File: config.mk
export PLATFORM = sky130hd
export DESIGN_NAME = char_lcd_four_bit_sequencer
export DESIGN_NICKNAME = d
export VERILOG_FILES = /design/src/hdl/clcd_pkg.sv /design/src/hdl/clcd_front.sv /design/src/hdl/clcd_queue.sv /design/src/hdl/clcd_back.sv /design/src/hdl/char_lcd_four_bit_sequencer.sv
export SDC_FILE = /design/constraint.sdc
export NUM_CORES = 1
export LEC_CHECK = 0
export BUFFER_PORTS_ARGS = -buffer_cell sky130_fd_sc_hd__buf_4
export CAP_MARGIN = 25
export CORE_MARGIN = 3
export CORE_UTILIZATION = 40
export CTS_CLUSTER_DIAMETER = 60
export CTS_CLUSTER_SIZE = 14
export DETAILED_ROUTE_END_ITERATION = 16
export PLACE_DENSITY = 0.6
export RECOVER_POWER = 100
export SLEW_MARGIN = 15
export SYNTH_ARGS = -nofsm -noshare
export SYNTH_HDL_FRONTEND = slang
export SYNTH_SLANG_ARGS = --single-unit
File: constraint.sdc
create_clock -name clock -period 3.94 [get_ports clock]
set_clock_uncertainty 0.15 [all_clocks]
set_input_delay 0.394 -clock clock [delete_from_list [all_inputs] [get_ports clock]]
set_output_delay 0.394 -clock clock [all_outputs]
set_load 0.05 [all_outputs]
File: src/hdl/clcd_pkg.sv
// Shared types, command codes and constants for the four-bit character LCD sequencer.
// Used by the front end, the job queue, the strobe back end and the top level.
package clcd_pkg;

   // Command codes of an input item.
   localparam logic [1:0] CmdData     = 2'd0;
   localparam logic [1:0] CmdInstr    = 2'd1;
   localparam logic [1:0] CmdInit     = 2'd2;
   localparam logic [1:0] CmdLocation = 2'd3;

   // Configuration register indexes.
   localparam int CsrIndexWidth = 3;
   localparam logic [CsrIndexWidth-1:0] RegPulse   = 3'd0;
   localparam logic [CsrIndexWidth-1:0] RegGap     = 3'd1;
   localparam logic [CsrIndexWidth-1:0] RegLongGap = 3'd2;
   localparam logic [CsrIndexWidth-1:0] RegPowerup = 3'd3;
   localparam logic [CsrIndexWidth-1:0] RegTwoLine = 3'd4;
   localparam int CsrDataWidth = 16;

   // Reset values of the configuration registers.
   localparam logic [7:0]  PulseReset   = 8'd5;
   localparam logic [15:0] GapReset     = 16'd40;
   localparam logic [15:0] LongGapReset = 16'd1600;
   localparam logic [15:0] PowerupReset = 16'd40000;
   localparam logic        TwoLineReset = 1'b1;

   // Instruction building blocks.
   localparam logic [7:0] InstrFunctionSet = 8'h20;
   localparam logic [7:0] InstrTwoLineBit  = 8'h08;
   localparam logic [7:0] InstrDisplayOff  = 8'h08;
   localparam logic [7:0] InstrClear       = 8'h01;
   localparam logic [7:0] InstrEntryMode   = 8'h04;
   localparam logic [7:0] InstrIncrement   = 8'h02;
   localparam logic [7:0] InstrDisplayCtl  = 8'h08;
   localparam logic [7:0] InstrDisplayOn   = 8'h04;
   localparam logic [7:0] InstrSetAddress  = 8'h80;
   localparam logic [3:0] InitNibbleWake   = 4'h3;
   localparam logic [3:0] InitNibbleFour   = 4'h2;

   // Strobe counts: a byte is two strobes, power-on init is fourteen.
   localparam int StepWidth = 4;
   localparam logic [StepWidth-1:0] ByteLastStep    = 4'd1;
   localparam logic [StepWidth-1:0] InitLastStep    = 4'd13;
   localparam logic [StepWidth-1:0] InitNibbleSteps = 4'd4;
   localparam logic [StepWidth-1:0] InitFourStep    = 4'd3;

   // Job queue between front and back.
   localparam int QueueDepth    = 2;
   localparam int QueuePtrWidth = 1;
   localparam int QueueCntWidth = 2;

   typedef struct packed {
      logic [1:0] cmd;
      logic [7:0] data_byte;
      logic [5:0] column;
      logic       row;
   } req_type;

   typedef struct packed {
      logic [3:0]  nibble;
      logic        reg_select;
      logic [15:0] wait_before_us;
      logic [7:0]  enable_high_us;
      logic [15:0] wait_after_us;
      logic        last;
   } rsp_type;

   // One classified job: either a single byte or the power-on init sequence.
   typedef struct packed {
      logic       is_init;
      logic       reg_select;
      logic [7:0] data_byte;
   } job_type;

   typedef struct packed {
      logic [7:0]  pulse_us;
      logic [15:0] gap_us;
      logic [15:0] long_gap_us;
      logic [15:0] powerup_wait_us;
      logic        two_line;
   } cfg_type;

   // Instruction bytes sent after the init nibbles, in order.
   function automatic logic [7:0] init_byte(input logic [2:0] idx, input logic two_line);
      logic [7:0] b;
      case (idx)
         3'd0:    b = InstrFunctionSet | (two_line ? InstrTwoLineBit : 8'h00);
         3'd1:    b = InstrDisplayOff;
         3'd2:    b = InstrClear;
         3'd3:    b = InstrEntryMode | InstrIncrement;
         default: b = InstrDisplayCtl | InstrDisplayOn;
      endcase
      return b;
   endfunction

endpackage

File: src/hdl/clcd_front.sv
// Front end: accepts command items and classifies them into queue jobs.
// Depends on clcd_pkg.
module clcd_front (
   input  logic              req_valid,
   output logic              req_ready,
   input  clcd_pkg::req_type req_data,
   input  logic              queue_full,
   output logic              push,
   output clcd_pkg::job_type push_job
);
   import clcd_pkg::*;

   // An item is taken whenever the queue has room.
   assign req_ready = !queue_full;
   assign push      = req_valid && !queue_full;

   // Turn the command into a byte job or an init job.
   always_comb begin
      push_job = '0;
      case (req_data.cmd)
         CmdData: begin
            push_job.reg_select = 1'b1;
            push_job.data_byte  = req_data.data_byte;
         end
         CmdInstr: begin
            push_job.data_byte = req_data.data_byte;
         end
         CmdInit: begin
            push_job.is_init = 1'b1;
         end
         default: begin
            push_job.data_byte = InstrSetAddress | {1'b0, req_data.row, req_data.column};
         end
      endcase
   end

endmodule

File: src/hdl/clcd_queue.sv
// Short job queue that decouples the front end from the strobe back end.
// Depends on clcd_pkg.
module clcd_queue (
   input  logic              clock,
   input  logic              reset,
   input  logic              push,
   input  clcd_pkg::job_type push_job,
   output logic              full,
   input  logic              pop,
   output logic              empty,
   output clcd_pkg::job_type head_job
);
   import clcd_pkg::*;

   job_type                  entry_ff [QueueDepth];
   logic [QueuePtrWidth-1:0] wr_ptr_ff, wr_ptr_in;
   logic [QueuePtrWidth-1:0] rd_ptr_ff, rd_ptr_in;
   logic [QueueCntWidth-1:0] count_ff, count_in;

   assign full     = (count_ff == QueueCntWidth'(QueueDepth));
   assign empty    = (count_ff == '0);
   assign head_job = entry_ff[rd_ptr_ff];

   // Pointer and fill-count updates.
   always_comb begin
      wr_ptr_in = wr_ptr_ff + QueuePtrWidth'(push);
      rd_ptr_in = rd_ptr_ff + QueuePtrWidth'(pop);
      count_in  = count_ff + QueueCntWidth'(push) - QueueCntWidth'(pop);
   end

   always_ff @(posedge clock) begin
      if (reset) begin
         wr_ptr_ff <= '0;
         rd_ptr_ff <= '0;
         count_ff  <= '0;
      end else begin
         wr_ptr_ff <= wr_ptr_in;
         rd_ptr_ff <= rd_ptr_in;
         count_ff  <= count_in;
      end
   end

   // Job storage needs no reset.
   always_ff @(posedge clock) begin
      if (push) begin
         entry_ff[wr_ptr_ff] <= push_job;
      end
   end

endmodule

File: src/hdl/clcd_back.sv
// Back end: steps through the strobes of the head job, one strobe per cycle while
// the output slot is free or draining, into the output register. Depends on clcd_pkg.
module clcd_back (
   input  logic              clock,
   input  logic              reset,
   input  clcd_pkg::cfg_type cfg,
   input  logic              queue_empty,
   input  clcd_pkg::job_type head_job,
   output logic              pop,
   output logic              rsp_valid,
   input  logic              rsp_ready,
   output clcd_pkg::rsp_type rsp_data
);
   import clcd_pkg::*;

   logic [StepWidth-1:0] step_ff, step_in;
   logic                 rsp_valid_ff, rsp_valid_in;
   rsp_type              rsp_data_ff, rsp_data_in;

   logic                 advance;
   logic                 last_step;
   logic                 high_half;
   logic                 init_nibble;
   logic [StepWidth-1:0] init_ofs;
   logic [7:0]           cur_byte;
   logic                 long_wait;
   logic [16:0]          long_sum;
   logic [15:0]          byte_after;

   assign rsp_valid = rsp_valid_ff;
   assign rsp_data  = rsp_data_ff;

   // A strobe is produced when a job waits and the output slot is free or draining.
   assign advance   = !queue_empty && (!rsp_valid_ff || rsp_ready);
   assign last_step = (step_ff == (head_job.is_init ? InitLastStep : ByteLastStep));
   assign pop       = advance && last_step;

   // Work out which byte and which half this step sends.
   always_comb begin
      init_ofs    = step_ff - InitNibbleSteps;
      init_nibble = head_job.is_init && (step_ff < InitNibbleSteps);
      if (head_job.is_init) begin
         cur_byte  = init_byte(init_ofs[3:1], cfg.two_line);
         high_half = !init_ofs[0];
      end else begin
         cur_byte  = head_job.data_byte;
         high_half = !step_ff[0];
      end
      long_wait = !head_job.reg_select && (cur_byte inside {[8'd1:8'd3]});
      long_sum  = {1'b0, cfg.gap_us} + {1'b0, cfg.long_gap_us};
      if (!long_wait) begin
         byte_after = cfg.gap_us;
      end else if (long_sum[16]) begin
         byte_after = 16'hFFFF;
      end else begin
         byte_after = long_sum[15:0];
      end
   end

   // Next output strobe.
   always_comb begin
      rsp_data_in                = rsp_data_ff;
      rsp_data_in.reg_select     = head_job.reg_select;
      rsp_data_in.enable_high_us = (cfg.pulse_us == 8'd0) ? 8'd1 : cfg.pulse_us;
      rsp_data_in.wait_before_us = '0;
      rsp_data_in.last           = last_step;
      if (init_nibble) begin
         rsp_data_in.nibble        = (step_ff == InitFourStep) ? InitNibbleFour
                                                                : InitNibbleWake;
         rsp_data_in.wait_after_us = cfg.gap_us;
         if (step_ff == '0) begin
            rsp_data_in.wait_before_us = cfg.powerup_wait_us;
         end
      end else if (high_half) begin
         rsp_data_in.nibble        = cur_byte[7:4];
         rsp_data_in.wait_after_us = '0;
      end else begin
         rsp_data_in.nibble        = cur_byte[3:0];
         rsp_data_in.wait_after_us = byte_after;
      end
   end

   // Step counter and output valid.
   always_comb begin
      step_in      = step_ff;
      rsp_valid_in = rsp_valid_ff;
      if (advance) begin
         step_in      = last_step ? '0 : step_ff + 4'd1;
         rsp_valid_in = 1'b1;
      end else if (rsp_ready) begin
         rsp_valid_in = 1'b0;
      end
   end

   always_ff @(posedge clock) begin
      if (reset) begin
         step_ff      <= '0;
         rsp_valid_ff <= 1'b0;
      end else begin
         step_ff      <= step_in;
         rsp_valid_ff <= rsp_valid_in;
      end
   end

   always_ff @(posedge clock) begin
      if (advance) begin
         rsp_data_ff <= rsp_data_in;
      end
   end

endmodule

File: src/hdl/char_lcd_four_bit_sequencer.sv
// Top level of the four-bit character LCD strobe sequencer.
// Depends on clcd_pkg, clcd_front, clcd_queue and clcd_back.
//
// Each accepted item is a command (data byte, instruction byte, power-on
// init or set cursor location) and yields a run of enable strobes on the
// rsp channel: two for a byte command, fourteen for power-on init, with
// last set on the final strobe. The back end issues one strobe per clock
// cycle while rsp_ready is high; that strobe stepper is the rate-setting
// unit. A two-entry job queue lets new commands be accepted while earlier
// ones are still being sent. Timing registers are written through the csr
// port and should only be changed while no command is in flight.
module char_lcd_four_bit_sequencer (
   input  logic                                   clock,
   input  logic                                   reset,
   input  logic                                   req_valid,
   output logic                                   req_ready,
   input  clcd_pkg::req_type                      req_data,
   output logic                                   rsp_valid,
   input  logic                                   rsp_ready,
   output clcd_pkg::rsp_type                      rsp_data,
   input  logic                                   csr_write,
   input  logic [clcd_pkg::CsrIndexWidth-1:0]     csr_index,
   input  logic [clcd_pkg::CsrDataWidth-1:0]      csr_wdata
);
   import clcd_pkg::*;

   cfg_type cfg_ff, cfg_in;
   logic    queue_full;
   logic    queue_empty;
   logic    push;
   logic    pop;
   job_type push_job;
   job_type head_job;

   // Configuration register writes.
   always_comb begin
      cfg_in = cfg_ff;
      if (csr_write) begin
         case (csr_index)
            RegPulse:   cfg_in.pulse_us        = csr_wdata[7:0];
            RegGap:     cfg_in.gap_us          = csr_wdata;
            RegLongGap: cfg_in.long_gap_us     = csr_wdata;
            RegPowerup: cfg_in.powerup_wait_us = csr_wdata;
            RegTwoLine: cfg_in.two_line        = csr_wdata[0];
            default:    cfg_in = cfg_ff;
         endcase
      end
   end

   always_ff @(posedge clock) begin
      if (reset) begin
         cfg_ff.pulse_us        <= PulseReset;
         cfg_ff.gap_us          <= GapReset;
         cfg_ff.long_gap_us     <= LongGapReset;
         cfg_ff.powerup_wait_us <= PowerupReset;
         cfg_ff.two_line        <= TwoLineReset;
      end else begin
         cfg_ff <= cfg_in;
      end
   end

   // Command classification.
   clcd_front u_front (
      .req_valid  (req_valid),
      .req_ready  (req_ready),
      .req_data   (req_data),
      .queue_full (queue_full),
      .push       (push),
      .push_job   (push_job)
   );

   // Job queue.
   clcd_queue u_queue (
      .clock    (clock),
      .reset    (reset),
      .push     (push),
      .push_job (push_job),
      .full     (queue_full),
      .pop      (pop),
      .empty    (queue_empty),
      .head_job (head_job)
   );

   // Strobe generation.
   clcd_back u_back (
      .clock       (clock),
      .reset       (reset),
      .cfg         (cfg_ff),
      .queue_empty (queue_empty),
      .head_job    (head_job),
      .pop         (pop),
      .rsp_valid   (rsp_valid),
      .rsp_ready   (rsp_ready),
      .rsp_data    (rsp_data)
   );

endmodule

# Yosys cells after proc, flatten, opt, wreduce, memory -nomap -nowiden
# Memories as Yosys holds them, arrays and structs flattened. A register that Yosys moved wholly into a read port is not among the register bits.
# Cells that the tools add are included.
[word_totals]
register_bits = 112
ram_bits = 20
inputBits = 41
output_inout_bits = 48
wordCells = 87
memories = 1
[mem_list]
columns = ["name", "words", "word_bits", "read_ports", "rd_ports_with_merged_regs", "wr", "line_no", "source"]
rows = [
  ["u_queue.entry_ff", 2, 10, 1, 1, 1, "clcd_queue.sv:15", "job_type entry_ff [QueueDepth];"],
]
[classes]
addsub = 7
order_cmp = 3
eq_ne = 12
n_mux = 21
reduce_logical = 27
[ops]
columns = ["operator", "n"]
rows = [
  ["$mux W16", 4],
  ["$pmux W8 S4", 1],
  ["$mux W4", 5],
  ["$add A16 B16 Y17", 1],
  ["$pmux W8 S2", 1],
  ["$eq A3 B2 Y1 const B", 4],
  ["$reduce_and A2 Y1", 6],
  ["$mux W1", 9],
  ["$ge A8 B1 Y1 const B", 1],
  ["$le A8 B2 Y1 const B", 1],
  ["$logic_not A8 Y1", 1],
  ["$mux W8", 1],
  ["$eq A3 B1 Y1 const B", 2],
  ["$logic_and A1 B1 Y1", 6],
  ["$logic_not A1 Y1", 6],
  ["$logic_not A3 Y1", 2],
  ["$add A4 B1 Y4 const B", 1],
  ["$eq A2 B2 Y1 const B", 2],
  ["$eq A4 B2 Y1 const B", 1],
  ["$eq A4 B4 Y1", 1],
  ["$logic_not A2 Y1", 2],
  ["$logic_not A4 Y1", 1],
  ["$lt A4 B3 Y1 const B", 1],
  ["$sub A4 B3 Y4 const B", 1],
  ["other kinds (8)", 9],
]

# Longest topological paths before layout
[logic_depth]
ltp_word = 10
depth_mapped = 11

# Modules after synthesis
# A second synthesis with hierarchy kept.
[hier_totals]
hier_cells = 567
area_unflattened_um2 = 6421.2
[by_module_without_submodules]
columns = ["module", "n_inst", "cells_each", "area_each_um2", "seq_area_each_um2"]
rows = [
  ["clcd_back", 1, 281, 3049.2, 1481.4],
  ["char_lcd_four_bit_sequencer", 1, 221, 2337.2, 1141.1],
  ["clcd_queue", 1, 50, 924.6, 680.7],
  ["clcd_front", 1, 15, 110.1, 0.0],
]

# Worst setup path before layout
# No wires, ideal clock.
[synth_path]
kind = "register -> register"
startpoint = "register u_back.rsp_valid_ff, in the netlist u_back.rsp_valid"
endpoint = "register u_queue.count_ff[1]"
setup_time_ns = 0.128
arrival_time_ns = 3.097
path_slack_ns = 0.565
path_stages_with_launch = 11
path_buffers = 0
period_less_slack_ns = 3.375
path_cell_list = "dfxtp_1 -> nand2b_1 -> o21a_1 -> nand2_1 -> nor3_2 -> ha_1 -> inv_1 -> ha_1 -> xor2_1 -> xnor2_1 -> nor2_1"
[synth_via]
elab_chain_len = 5
[synth_rtl]
columns = ["element", "line_no", "source"]
rows = [
  ["start, declared", "clcd_back.sv:17", "logic rsp_valid_ff, rsp_valid_in;"],
  ["start signal, assigned", "clcd_back.sv:101", "rsp_valid_ff <= rsp_valid_in;"],
  ["$logic_not A1 Y1", "clcd_back.sv:34", "assign advance = !queue_empty && (!rsp_valid_ff || rsp_ready);"],
  ["$logic_or A1 B1 Y1", "clcd_back.sv:34", ""],
  ["$logic_and A1 B1 Y1", "clcd_back.sv:34", ""],
  ["named net u_back.advance", "clcd_back.sv:20", "logic advance;"],
  ["$logic_and A1 B1 Y1", "clcd_back.sv:36", "assign pop = advance && last_step;"],
  ["$sub A2 B1 Y2", "clcd_queue.sv:28", "count_in = count_ff + QueueCntWidth'(push) - QueueCntWidth'(pop);"],
  ["end signal, assigned", "clcd_queue.sv:39", "count_ff <= count_in;"],
  ["end, declared", "clcd_queue.sv:18", "logic [QueueCntWidth-1:0] count_ff, count_in;"],
]
# The timed path passes the listed nets, and every way through them passes these cells.
# A chain may end at the register's enable or synchronous reset.

==> impl_metrics.ini <==
[yosys]
syn_area_um2 = 6297
synth_edf_count = 66
yosysTopAreaCellShare_pct = 31.47
synth_warnings = 0
synth_cell_types = 63
yosys.area.top_type = edfxtp_1
synth_cells = 638
ys_seq_area_share_pct = 52.45
syn-num-nets = 702
ys_ff_latch = 132
ys.flop_type = edfxtp_1
synthTopCellsByArea = edfxtp_1 31%, dfxtp_1 21%, nand2_1 8.6%, a21oi_1 5.2%, ha_1 4.4%
avgSynthCellArea_um2 = 9.870
async_flop_share_pct = 0

[status]
status = finished, violations left
violations = capacitance limit, slew limit

[sta]
setup_viol = 0
hold_ws_ns = 0.06394
fmax_mhz = 313.1
period_minus_slack_ns = 3.194
tightest_slew_ns = 2.711
fin_crit_sh_pct = 81.07
timing.final.hold_violations = 0
rsz0062_at_grt = false
slew_violations = 67
relSlewSlack_pct = -80.74
fin_tns_setup_ns = 0

[setup_path]
startpoint_type = flip-flop
cp_slowest_cell = a41oi_2
endpoint_kind = flip-flop
critPathMaxStageDelay_ns = 0.63
crit_arrival_ns = 3.20
critPathKind = reg -> reg
crit_fanout = 16
required_ns = 3.95
path_cells = mux2_1, nand3_1, a22oi_1, a41oi_2, nand2_1, o211ai_1

[die]
coreArea_um2 = 15310
fp.dieArea_um2 = 17280
start_util_pct = 41.12
io_pins = 89
rows = 45
die_x_um = 131.5
chipHeight_um = 131.5

[global_route]
grt_pass1_wl_um = 24250
met2_usage_pct = 30.23
track_usage_pct = 17.48
grt_use_met1_pct = 20.58
grt_pass1_vias = 4862
overflow = 0
met3_usage_pct = 4.020
grt_antenna_before_repair = 0
grt_max_degree = 67
busiest_layer = met2

[routing]
vias = 4777
drt_wl_total_um = 14670
first_pass_iters = 4
drt-vias-per-instance = 5.104
drt_iter0_markers = 242
drc = 0
postRouteAntennaNets = 0
wl_per_cell_um = 15.67

[layout]
design_area_um2 = 7395
num_antenna_cells = 0
final_common_cell = nand2_1
area_growth_pct = 17.42
multi_input_area_um2 = 2701
drive_gt1_share_pct = 13.93
final_cell_mix = 146 x nand2_1, 66 x a21oi_1, 66 x dfxtp_1, 66 x edfxtp_1, 51 x clkbuf_1
seq_area_um2 = 3303
fill_cells = 1482
layout.nets = 776

[cts]
clkSinkCount = 132
clock_latency_ns = 0.42
htreeDepth = 4
clkTransAtPathRegs_ns = 0.06
cts_buffers = 17
cts-resized-gates = 0
clock-root-buffer = clkbuf_16
postCtsHoldBufs = 0
clockBufferDepth = 2
cts_tree = built
cts_setup_buffers = 0

[placed_design]
place.gp.congestion = 0.8473
dpl_cell_area_um2 = 7069
numPortBuffers = 88
dp_hpwl_um = 10720

[pwr]
total_power_uw = 5073
p_leak_uw = 0.002787
powerDensity_nw_per_um2 = 686.0
irDropWorstVdd_uv = 531.1

[worst_hold_path]
hp-class = in -> reg

[job]
cap_violations = 1
path summary, 6_finish.rpt:
path | start | end | slack (ns) | depth (start not counted)
setup reg to reg | u_queue.rd_ptr_ff | u_back.rsp_data[11] | 0.75 | 6
hold / removal | csr_wdata[10] | cfg_ff[11] | 0.06 | 3
setup / recovery | u_queue.rd_ptr_ff | u_back.rsp_data[11] | 0.75 | 6
hold reg to reg | cfg_ff[4] | cfg_ff[4] | 0.30 | 2
stage by stage:
| stage | instances | setup slack (ns) | util, % |
|---|---|---|---|
| detailed placement | 903 | 1.215 | 46.16 |
| finish | 936 | 0.7457 | 48.28 |
| global placement | 903 | 1.261 | 46.16 |
| global route | 936 | 0.5059 | 48.28 |
| CTS | 935 | 1.191 | 49.98 |
| floorplan | 638 | 0.5650 | - |
registers in the layout, indices dropped and copies added (netlist names):
signal and flops:
cfg_ff 57, u_back.rsp_data 46, u_queue.entry_ff 20, u_back.step_ff 4, u_queue.count_ff 2, u_back.rsp_valid 1
u_queue.rd_ptr_ff 1, u_queue.wr_ptr_ff 1
cell usage after synthesis (2+ instances only):
master / n
a21o_1: 6
a21oi_1: 66
a22oi_1: 4
a31oi_1: 4
and2_1: 21
and3_1: 4
and4_1: 3
buf_2: 6
buf_6: 3
clkbuf_1: 26
dfxtp_1: 66
edfxtp_1: 66
ha_1: 22
inv_1: 15
mux2_2: 2
mux2_4: 2
mux2i_1: 3
nand2_1: 145
nand2_2: 10
nand2b_1: 4
nand3_1: 8
nand3b_1: 13
nand4_1: 4
nor2_1: 31
nor2b_1: 5
nor3_1: 3
nor3_2: 2
nor3b_1: 2
nor4_1: 3
o211ai_1: 8
o21a_1: 3
o21ai_0: 20
o21ai_2: 12
o32a_1: 3
or3_1: 3
xnor2_1: 9
xor2_1: 5
logic make-up (layout without fill, tap and decap cells):
kind of cell    Yosys count  in the layout  share of synthesized area, %
mux                       7              7                         1.311
simple gates            270            270                         21.12
xor+xnor                 14             14                         1.947
buf+inv                  50            137                         3.457
compound gates          142            142                         15.02
flops                   132            132                         52.45
fa+ha+maj                23             23                         4.689
per-layer routing:
| layer | wire (um) | share of wire (%) | vias up |
|---|---|---|---|
| met2 | 7446 | 51 | 106 |
| met5 | 0 | 0 | - |
| met3 | 603 | 4.1 | 40 |
| li1 | - | - | 2383 |
| met4 | 416 | 2.8 | 0 |
| met1 | 6203 | 42 | 2248 |
report_power, final:
| group | switching [uW] | internal [uW] |
|---|---|---|
| clock | 622 | 933 |
| combinational | 1270 | 275 |
| sequential | 121 | 1850 |
area by class of cell:
cell class | instances | area share (%)
Timing Repair Buffer | 90 | 6.565
Clock buffer | 21 | 6.362
Multi-Input combinational cell | 456 | 36.53
Inverter | 15 | 0.7614
Tap cell | 211 | 3.570
Clock inverter | 11 | 1.540
Sequential cell | 132 | 44.67
worst max-delay path: cells and delay by family (launching register included):
family / cells / cell delay, ns
multiplexers: 1 / 0.51
flip-flops: 1 / 0.61
AND/OR/NAND/NOR: 2 / 0.44
AO/OA/AOI/OAI: 3 / 1.21
Power figures use the tool's default switching activity.
